==> src/hw/rtl/triangle_barycentric_coords_core_macros.svh <==
// Assertion macros for the barycentric coordinate core.
// Used by the top level only; expects clk and rst_n in scope.
`ifndef TRIANGLE_BARYCENTRIC_COORDS_CORE_MACROS_SVH
`define TRIANGLE_BARYCENTRIC_COORDS_CORE_MACROS_SVH

// Same-cycle implication, checked outside reset
`define TBC_ASSERT_IMP(label, ante, cons) \
  label: assert property (@(posedge clk) disable iff (!rst_n) (ante) |-> (cons)) \
    else $error("tbc implication check failed");

// Implication after a fixed number of cycles
`define TBC_ASSERT_DLY(label, ante, dly, cons) \
  label: assert property (@(posedge clk) disable iff (!rst_n) (ante) |-> ##dly (cons)) \
    else $error("tbc latency check failed");

`endif

==> src/hw/rtl/tbc_pkg.sv <==
// Shared widths, latencies and types of the barycentric coordinate core.
// No dependencies.
package tbc_pkg;
  localparam int COORD_BITS = 16;
  localparam int FRAC_BITS  = 16;
  localparam int OUT_BITS   = 24;
  localparam int DIF_W      = COORD_BITS + 1;
  localparam int PRD_W      = 2 * DIF_W;
  localparam int CRS_W      = PRD_W + 1;
  localparam int MAG_W      = CRS_W;
  localparam int Q_BITS     = OUT_BITS - 1;
  localparam int INT_BITS   = Q_BITS - FRAC_BITS;
  localparam int FRONT_LAT  = 4;
  localparam int DIV_LAT    = Q_BITS + 2;
  localparam int CORE_LAT   = FRONT_LAT + DIV_LAT;

  localparam logic [OUT_BITS-1:0] OUT_MAX = {1'b0, {(OUT_BITS-1){1'b1}}};
  localparam logic [OUT_BITS-1:0] OUT_MIN = {1'b1, {(OUT_BITS-1){1'b0}}};

  typedef struct packed {
    logic valid;
    logic degen;
  } tbc_ctl_t;
endpackage

==> src/hw/rtl/tbc_div.sv <==
// Pipelined restoring divider: one quotient bit per stage, round and saturate.
// Depends on tbc_pkg.
module tbc_div import tbc_pkg::*; (
  input  logic                  clk,
  input  logic                  rst_n,
  input  tbc_ctl_t              ctl_in,
  input  logic [MAG_W-1:0]      num,
  input  logic                  neg_in,
  input  logic [MAG_W-1:0]      den,
  output tbc_ctl_t              ctl_out,
  output logic [OUT_BITS-1:0]   coord
);

  logic [MAG_W-1:0]    rem_r  [0:Q_BITS];
  logic [MAG_W-1:0]    den_r  [0:Q_BITS];
  logic [Q_BITS-1:0]   bits_r [0:Q_BITS];
  logic [Q_BITS-1:0]   quo_r  [0:Q_BITS];
  logic                neg_r  [0:Q_BITS];
  logic                ovf_r  [0:Q_BITS];
  tbc_ctl_t            ctl_r  [0:Q_BITS];

  logic                ovf_nxt;
  logic [MAG_W:0]      rnd_cmp;
  logic                rnd;
  logic [Q_BITS:0]     mag;
  logic                sat;
  logic [OUT_BITS-1:0] coord_nxt;
  logic [OUT_BITS-1:0] coord_r;
  tbc_ctl_t            cout_r;

  // overflow when the integer part of the quotient does not fit in INT_BITS bits
  assign ovf_nxt = {{INT_BITS{1'b0}}, num} >= {den, {INT_BITS{1'b0}}};

  // load first stage
  always_ff @(posedge clk) begin
    if (!rst_n) begin
      ctl_r[0] <= '0;
    end else begin
      ctl_r[0] <= ctl_in;
    end
  end

  always_ff @(posedge clk) begin
    rem_r[0]  <= MAG_W'(num[MAG_W-1:INT_BITS]);
    bits_r[0] <= {num[INT_BITS-1:0], {FRAC_BITS{1'b0}}};
    quo_r[0]  <= '0;
    den_r[0]  <= den;
    neg_r[0]  <= neg_in;
    ovf_r[0]  <= ovf_nxt;
  end

  // one quotient bit per stage
  for (genvar k = 1; k <= Q_BITS; k++) begin : g_stage
    logic [MAG_W:0]   trial;
    logic [MAG_W:0]   diff;
    logic             ge;
    logic [MAG_W-1:0] rem_nxt;

    assign trial   = {rem_r[k-1], bits_r[k-1][Q_BITS-1]};
    assign ge      = trial >= {1'b0, den_r[k-1]};
    assign diff    = trial - {1'b0, den_r[k-1]};
    assign rem_nxt = ge ? diff[MAG_W-1:0] : trial[MAG_W-1:0];

    always_ff @(posedge clk) begin
      if (!rst_n) begin
        ctl_r[k] <= '0;
      end else begin
        ctl_r[k] <= ctl_r[k-1];
      end
    end

    always_ff @(posedge clk) begin
      rem_r[k]  <= rem_nxt;
      bits_r[k] <= {bits_r[k-1][Q_BITS-2:0], 1'b0};
      quo_r[k]  <= {quo_r[k-1][Q_BITS-2:0], ge};
      den_r[k]  <= den_r[k-1];
      neg_r[k]  <= neg_r[k-1];
      ovf_r[k]  <= ovf_r[k-1];
    end
  end

  // round half away from zero, saturate, apply sign
  assign rnd_cmp = {rem_r[Q_BITS], 1'b0};
  assign rnd     = rnd_cmp >= {1'b0, den_r[Q_BITS]};
  assign mag     = {1'b0, quo_r[Q_BITS]} + (Q_BITS+1)'(rnd);
  assign sat     = ovf_r[Q_BITS] | mag[Q_BITS];

  always_comb begin
    if (ctl_r[Q_BITS].degen) begin
      coord_nxt = '0;
    end else if (neg_r[Q_BITS]) begin
      coord_nxt = sat ? OUT_MIN : OUT_BITS'(-mag);
    end else begin
      coord_nxt = sat ? OUT_MAX : OUT_BITS'(mag);
    end
  end

  always_ff @(posedge clk) begin
    if (!rst_n) begin
      cout_r <= '0;
    end else begin
      cout_r <= ctl_r[Q_BITS];
    end
  end

  always_ff @(posedge clk) begin
    coord_r <= coord_nxt;
  end

  assign ctl_out = cout_r;
  assign coord   = coord_r;

endmodule
==> config.mk <==
export PLATFORM = sky130hd
export DESIGN_NAME = tbc_div
export DESIGN_NICKNAME = d
export VERILOG_FILES = /design/src/hw/rtl/triangle_barycentric_coords_core_macros.svh /design/src/hw/rtl/tbc_pkg.sv /design/src/hw/rtl/tbc_div.sv
export SDC_FILE = /design/constraint.sdc
export NUM_CORES = 2
export LEC_CHECK = 0
export BUFFER_PORTS_ARGS = -buffer_cell sky130_fd_sc_hd__buf_4
export CAP_MARGIN = 40
export CELL_PAD_IN_SITES_DETAIL_PLACEMENT = 1
export CELL_PAD_IN_SITES_GLOBAL_PLACEMENT = 2
export CORE_ASPECT_RATIO = 1.4
export CORE_UTILIZATION = 25
export DETAILED_ROUTE_END_ITERATION = 6
export PLACE_DENSITY_LB_ADDON = 0.1
export SKIP_CTS_REPAIR_TIMING = 1
export SYNTH_ARGS = -nofsm -noshare
export SYNTH_HDL_FRONTEND = slang
export SYNTH_SLANG_ARGS = --single-unit
export TNS_END_PERCENT = 10
==> constraint.sdc <==
create_clock -name clk -period 6 [get_ports clk]
set_input_delay 0.3 -clock clk [delete_from_list [all_inputs] [get_ports clk]]
set_output_delay 0.3 -clock clk [all_outputs]
set_load 0.01 [all_outputs]
==> Yosys cells after proc, flatten, opt, wreduce, memory -nomap -nowiden <==
Memories as Yosys holds them, arrays and structs flattened.
Index checks and enable logic that the tools add are counted.
{ "totals": {"reg_bits": 26, "ramBits": 2856, "input_bits": 75, "word_cells": 137, "memories": 7} }
{ "mem_list": {"columns": ["name", "depth", "word_bits", "read_ports", "rd_ports_with_merged_regs", "wr", "line", "rtl"], "rows": [
  ["den_r", 24, 35, 24, 0, 24, "tbc_div.sv:15", "logic [MAG_W-1:0] den_r [0:Q_BITS];"],
  ["rem_r", 24, 35, 24, 0, 24, "tbc_div.sv:14", "logic [MAG_W-1:0] rem_r [0:Q_BITS];"],
  ["quo_r", 24, 23, 24, 0, 24, "tbc_div.sv:17", "logic [Q_BITS-1:0] quo_r [0:Q_BITS];"],
  ["bits_r", 24, 22, 23, 0, 24, "tbc_div.sv:16", "logic [Q_BITS-1:0] bits_r [0:Q_BITS];"],
  ["ctl_r", 24, 2, 24, 0, 24, "tbc_div.sv:20", "tbc_ctl_t ctl_r [0:Q_BITS];"],
  ["neg_r", 24, 1, 24, 0, 24, "tbc_div.sv:18", "logic neg_r [0:Q_BITS];"],
  ["+1 memories", null, null, null, null, null, null, null]
]} }
{ "op_classes": {"addsub": 25, "n_lt_le_gt_ge": 25, "mux": 52, "n_bitwise": 25} }
{ "ops": {"columns": ["operator", "n"], "rows": [
  ["36-bit by 35-bit greater-or-equal comparator with 1-bit output", 24],
  ["35-bit two-way mux", 23],
  ["35-bit subtractor", 23],
  ["24-bit two-way mux", 3],
  ["2-bit two-way mux", 24],
  ["35-bit by 42-bit greater-or-equal comparator with 1-bit output", 1],
  ["1-bit bitwise OR", 25],
  ["23-bit by 1-bit adder with 24-bit output", 1],
  ["24-bit negator", 1],
  ["1-bit two-way mux", 2]
]} }

==> Depth between registers and ports, before layout <==
An unclocked memory read counts as a cell.
{ "logic_depth": {"word_depth": 6, "ltp_mapped": 26, "ltp_nobuf": 25} }

==> Least setup slack after synthesis <==
No wires, ideal clock.
{ "synth_path": {"kind": "reg-to-reg", "from": "mem den_r[2][246] (netlist bit)", "to": "reg coord_r[19] (netlist: coord[19])", "setup_ns": 0.128, "arrival_time_ns": 4.529, "path_slack_ns": 1.344, "path_stages_with_launch": 27, "path_buffers": 1, "cell_sequence": "dfxtp_1 -> inv_1 -> ha_1 -> nor2b_1 -> o21a_1 -> o21ai_0 -> a21oi_1 -> o31ai_1 -> a21oi_1 -> o31a_1 -> o21ai_0 -> a21oi_1 -> o31ai_1 -> a21oi_1 -> ha_1 -> ha_1 -> clkbuf_1 -> and2_1 -> o21a_1 -> o32a_1 -> nand2b_1 -> nor3b_2 -> nand4_1 -> or2_1 -> o21ai_1 -> xor2_1 -> nor2_1"} }
{ "synth_lines": {"columns": ["element", "line", "rtl"], "rows": [
  ["start, declared", "tbc_div.sv:15", null],
  ["end signal, assigned", "tbc_div.sv:107", "coord_r <= coord_nxt;"],
  ["end, declared", "tbc_div.sv:28", "logic [OUT_BITS-1:0] coord_r;"]
]} }

==> results.py <==
metrics = {
    "synthesis": {
        "syn_nets": 11500,
        "ys.flop_type": "dfxtp_1",
        "synth_edf_count": 0,
        "yosysTopAreaCell": "dfxtp_1",
        "synthCells": 10600,
        "synth_seq_area_share_pct": 43.3,
        "synth_seq_cells": 2099,
        "synthXorXnorAreaFrac_pct": 6.41,
        "synth.distinct_cells": 111,
        "muxShareOfSynthArea_pct": 3.46,
        "synth_compound_area_share_pct": 18.0,
        "yosys.area.top_type_share_pct": 43.3,
        "yosys_warnings": 0,
        "syn-cell-area_mm2": 0.0971,
        "syn_avg_cell_area_um2": 9.20,
        "synth_adder_area_share_pct": 11.6,
        "yosys.area_share.simple_pct": 11.9,
        "yosys-top-cells-area": "dfxtp_1 43%, ha_1 11%, a21oi_1 4.5%, inv_1 4.2%, xnor2_1 3.8%",
        "synth_top_family_by_area": "compound AO/OA/AOI/OAI gates",
        "async_flop_share_pct": 0,
    },
    "layout": {
        "final_common_cell": "dfxtp_1",
        "drive_gt1_share_pct": 8.87,
        "stdcell_count": 16300,
        "multiInputGateArea_mm2": 0.0500,
        "regArea_mm2": 0.0420,
        "layout_common_cells": "2,099 x dfxtp_1, 1,076 x inv_1, 866 x a21oi_1",
        "fin_nets": 11900,
        "design_area_mm2": 0.114,
        "areaGrowthSynthToFinish_pct": 17.6,
        "fill_cells": 44000,
    },
    "clocking": {
        "path_clk_slew_ns": 0.07,
        "cts_buffer_depth": 4,
        "cts.sinks": 2099,
        "numCtsBuffers": 237,
        "cts_root_buf": "clkbuf_16",
        "cts_tree": "done",
        "htree_levels": 4,
        "clock_latency_ns": 0.94,
    },
    "route": {
        "drtAntennaViolNets": 0,
        "wl_per_cell_um": 20.4,
        "dr_total_vias": 74200,
        "viasPerCell": 4.54,
        "drc": 0,
        "dr.pass1.iters": 5,
        "totalWireLength_um": 333000,
        "drt_iter0_drc": 2232,
    },
    "die": {
        "initial_core_util_pct": 25.1,
        "rows": 270,
        "die_w_um": 529,
        "pin_count": 101,
        "coreArea_mm2": 0.386,
        "dieArea_mm2": 0.391,
        "fp.dieH_um": 739,
    },
    "sta": {
        "setup_ws_ns": 0.588,
        "slew_headroom_pct": 38.8,
        "setup_viol": 0,
        "worst_pin_slew_ns": 0.918,
        "rsz0062_at_grt": "no",
        "fmax_mhz": 185,
        "final.period_utilization_pct": 90.2,
        "finalCriticalPeriod_ns": 5.41,
        "hold_viol": 0,
        "slew_viol_final": 0,
        "fin_skew_ns": 0.0474,
    },
    "place": {
        "place_inst": 15700,
        "placed_area_mm2": 0.105,
        "hpwl_um": 277000,
        "gp_congestion": 0.865,
        "io_buffers": 100,
        "dp_slack_ns": 0.0842,
    },
    "critical_path": {
        "start_kind": "flip-flop",
        "cp.required_ns": 6.79,
        "critPathMostFrequentCell": "buf_4",
        "r2r-start": "den_r[2][246]",
        "slowest_delay_ns": 0.35,
        "cp_slowest_cell": "or3b_1",
        "worstSetupPathType": "flip-flop to flip-flop",
        "reg2reg_depth": 30,
        "r2r_end": "coord[20]",
        "crit_fanout": 4,
        "endpoint_kind": "flip-flop",
        "cp-endpoint": "coord[20]",
        "reg2reg_slack_ns": 0.59,
        "cp-startpoint": "den_r[2][246]",
        "worstPathArrival_ns": 6.20,
    },
    "hold_path": {
        "hp-class": "input port to flip-flop",
    },
    "power": {
        "leakagePower_nw": 51.7,
        "peakVddDrop_mv": 0.303,
        "totalPowerFinal_mw": 68.2,
        "power_per_cell_area_mw_per_mm2": 597,
    },
    "global_routing": {
        "antenna_found_initial": 10,
        "grt_pass1_vias": 80500,
        "grt.total_usage_pct": 16.7,
        "grt_pass1_wl_um": 497000,
        "grt_max_degree": 70,
        "overflow": 0,
    },
    "run_status": {
        "status": "finished, final reports clean",
    },
    "job": {
        "cap_violations": 0,
    },
}
## worst min-delay path by stage
| stage | cells after the start | slack, ns | startpoint | endpoint |
|---|---|---|---|---|
| after floorplan | 0 | 0.31 | bits_r[0][84] | bits_r[0][107] |
| after global placement | 0 | 0.31 | quo_r[2][127] | quo_r[2][151] |
| after detailed placement | 0 | 0.31 | quo_r[2][147] | quo_r[2][171] |
| after CTS | 1 | -0.61 | den[5] | den_r[0][5] |
| after global routing | 2 | -0.009 | den[19] | den_r[0][19] |
| final | 2 | 0.04 | den[9] | den_r[0][9] |
## registers in the layout, indices dropped and copies added, names as in the netlist
signal   count
bits_r      28
coord       24
ctl_out      2
ctl_r       48
den_r      840
neg_r       24
ovf_r       24
quo_r      276
rem_r      833
## routing by layer
metal	global-route usage (%)	vias to the layer above	wire (um)
met5	0	-	0
met4	8.29	0	18200
met3	1.70	538	6480
met2	35.7	695	197000
met1	14.9	35900	112000
li1	-	37000	-
## area by class of cell
cell class / count / area share [%]
well taps: 5168 / 5.67
clock inverters: 132 / 1.52
inverters: 1080 / 3.55
flip-flops and latches: 2099 / 36.8
multi-input cells: 7122 / 43.9
clock buffers: 308 / 5.76
repair buffers: 359 / 2.72
diodes: 51 / 0.112
## cell usage after synthesis, types with 19 or more instances
| cell | instances |
|---|---|
| mux2_2 | 146 |
| a211o_1 | 19 |
| nand2b_1 | 130 |
| ha_1 | 865 |
| o211ai_1 | 34 |
| nand3_1 | 195 |
| a21boi_0 | 28 |
| inv_1 | 1076 |
| dfxtp_1 | 2099 |
| nand4_1 | 133 |
| o21ai_0 | 713 |
| clkbuf_1 | 176 |
| and2_1 | 93 |
| mux2i_1 | 19 |
| mux2_1 | 63 |
| xor2_1 | 287 |
| a221oi_1 | 19 |
| nor3_1 | 130 |
| o21ai_1 | 49 |
| nor2b_1 | 119 |
| and3_1 | 75 |
| o31a_1 | 20 |
| a211oi_1 | 64 |
| or2_2 | 31 |
| o21a_1 | 93 |
| mux2_4 | 54 |
| a21o_1 | 426 |
| nand2_1 | 800 |
| or3_1 | 29 |
| buf_2 | 49 |
| nor2_1 | 583 |
| and4_1 | 23 |
| a31oi_1 | 86 |
| a31o_2 | 25 |
| fa_1 | 23 |
| xnor2_1 | 423 |
| o21bai_1 | 115 |
| a21oi_1 | 867 |
| nor4_1 | 31 |
| o31ai_1 | 56 |
## report_power, final
group          switching, mW  internal [mW]  leakage, nW  total [mW]
logic                   18.5           13.6         30.0        32.1
registers               2.70           17.8         17.6        20.5
clock network           6.31           9.24         4.06        15.5
## critical path, delay by kind of cell (launching register included)
| kind | cells | cell delay [ns] |
|---|---|---|
| buffers and inverters | 6 | 0.81 |
| and+or+nand+nor | 8 | 1.61 |
| DFF | 1 | 0.31 |
| adders and majority gates | 2 | 0.43 |
| AOI/OAI and AO/OA | 13 | 2.00 |
| muxes | 1 | 0.13 |
## cells by family after synthesis
group	Yosys count
compound gates	2806
xor+xnor	710
fa+ha+maj	888
buf+inv	1333
flops	2099
mux	282
simple gates	2436
## through the flow
step / util [%] / TNS [ns] / hold WS, ns
5_1_grt: 29.5 / 0 / -0.00883
3_5_place_dp: 27.1 / 0 / 0.313
2_1_floorplan: - / 0 / 0.310
4_1_cts: 29.2 / 0 / -0.614
3_3_place_gp: 27.0 / -1.03 / 0.310
6_report: 29.6 / 0 / 0.0443
(Power assumes the default switching activity.)
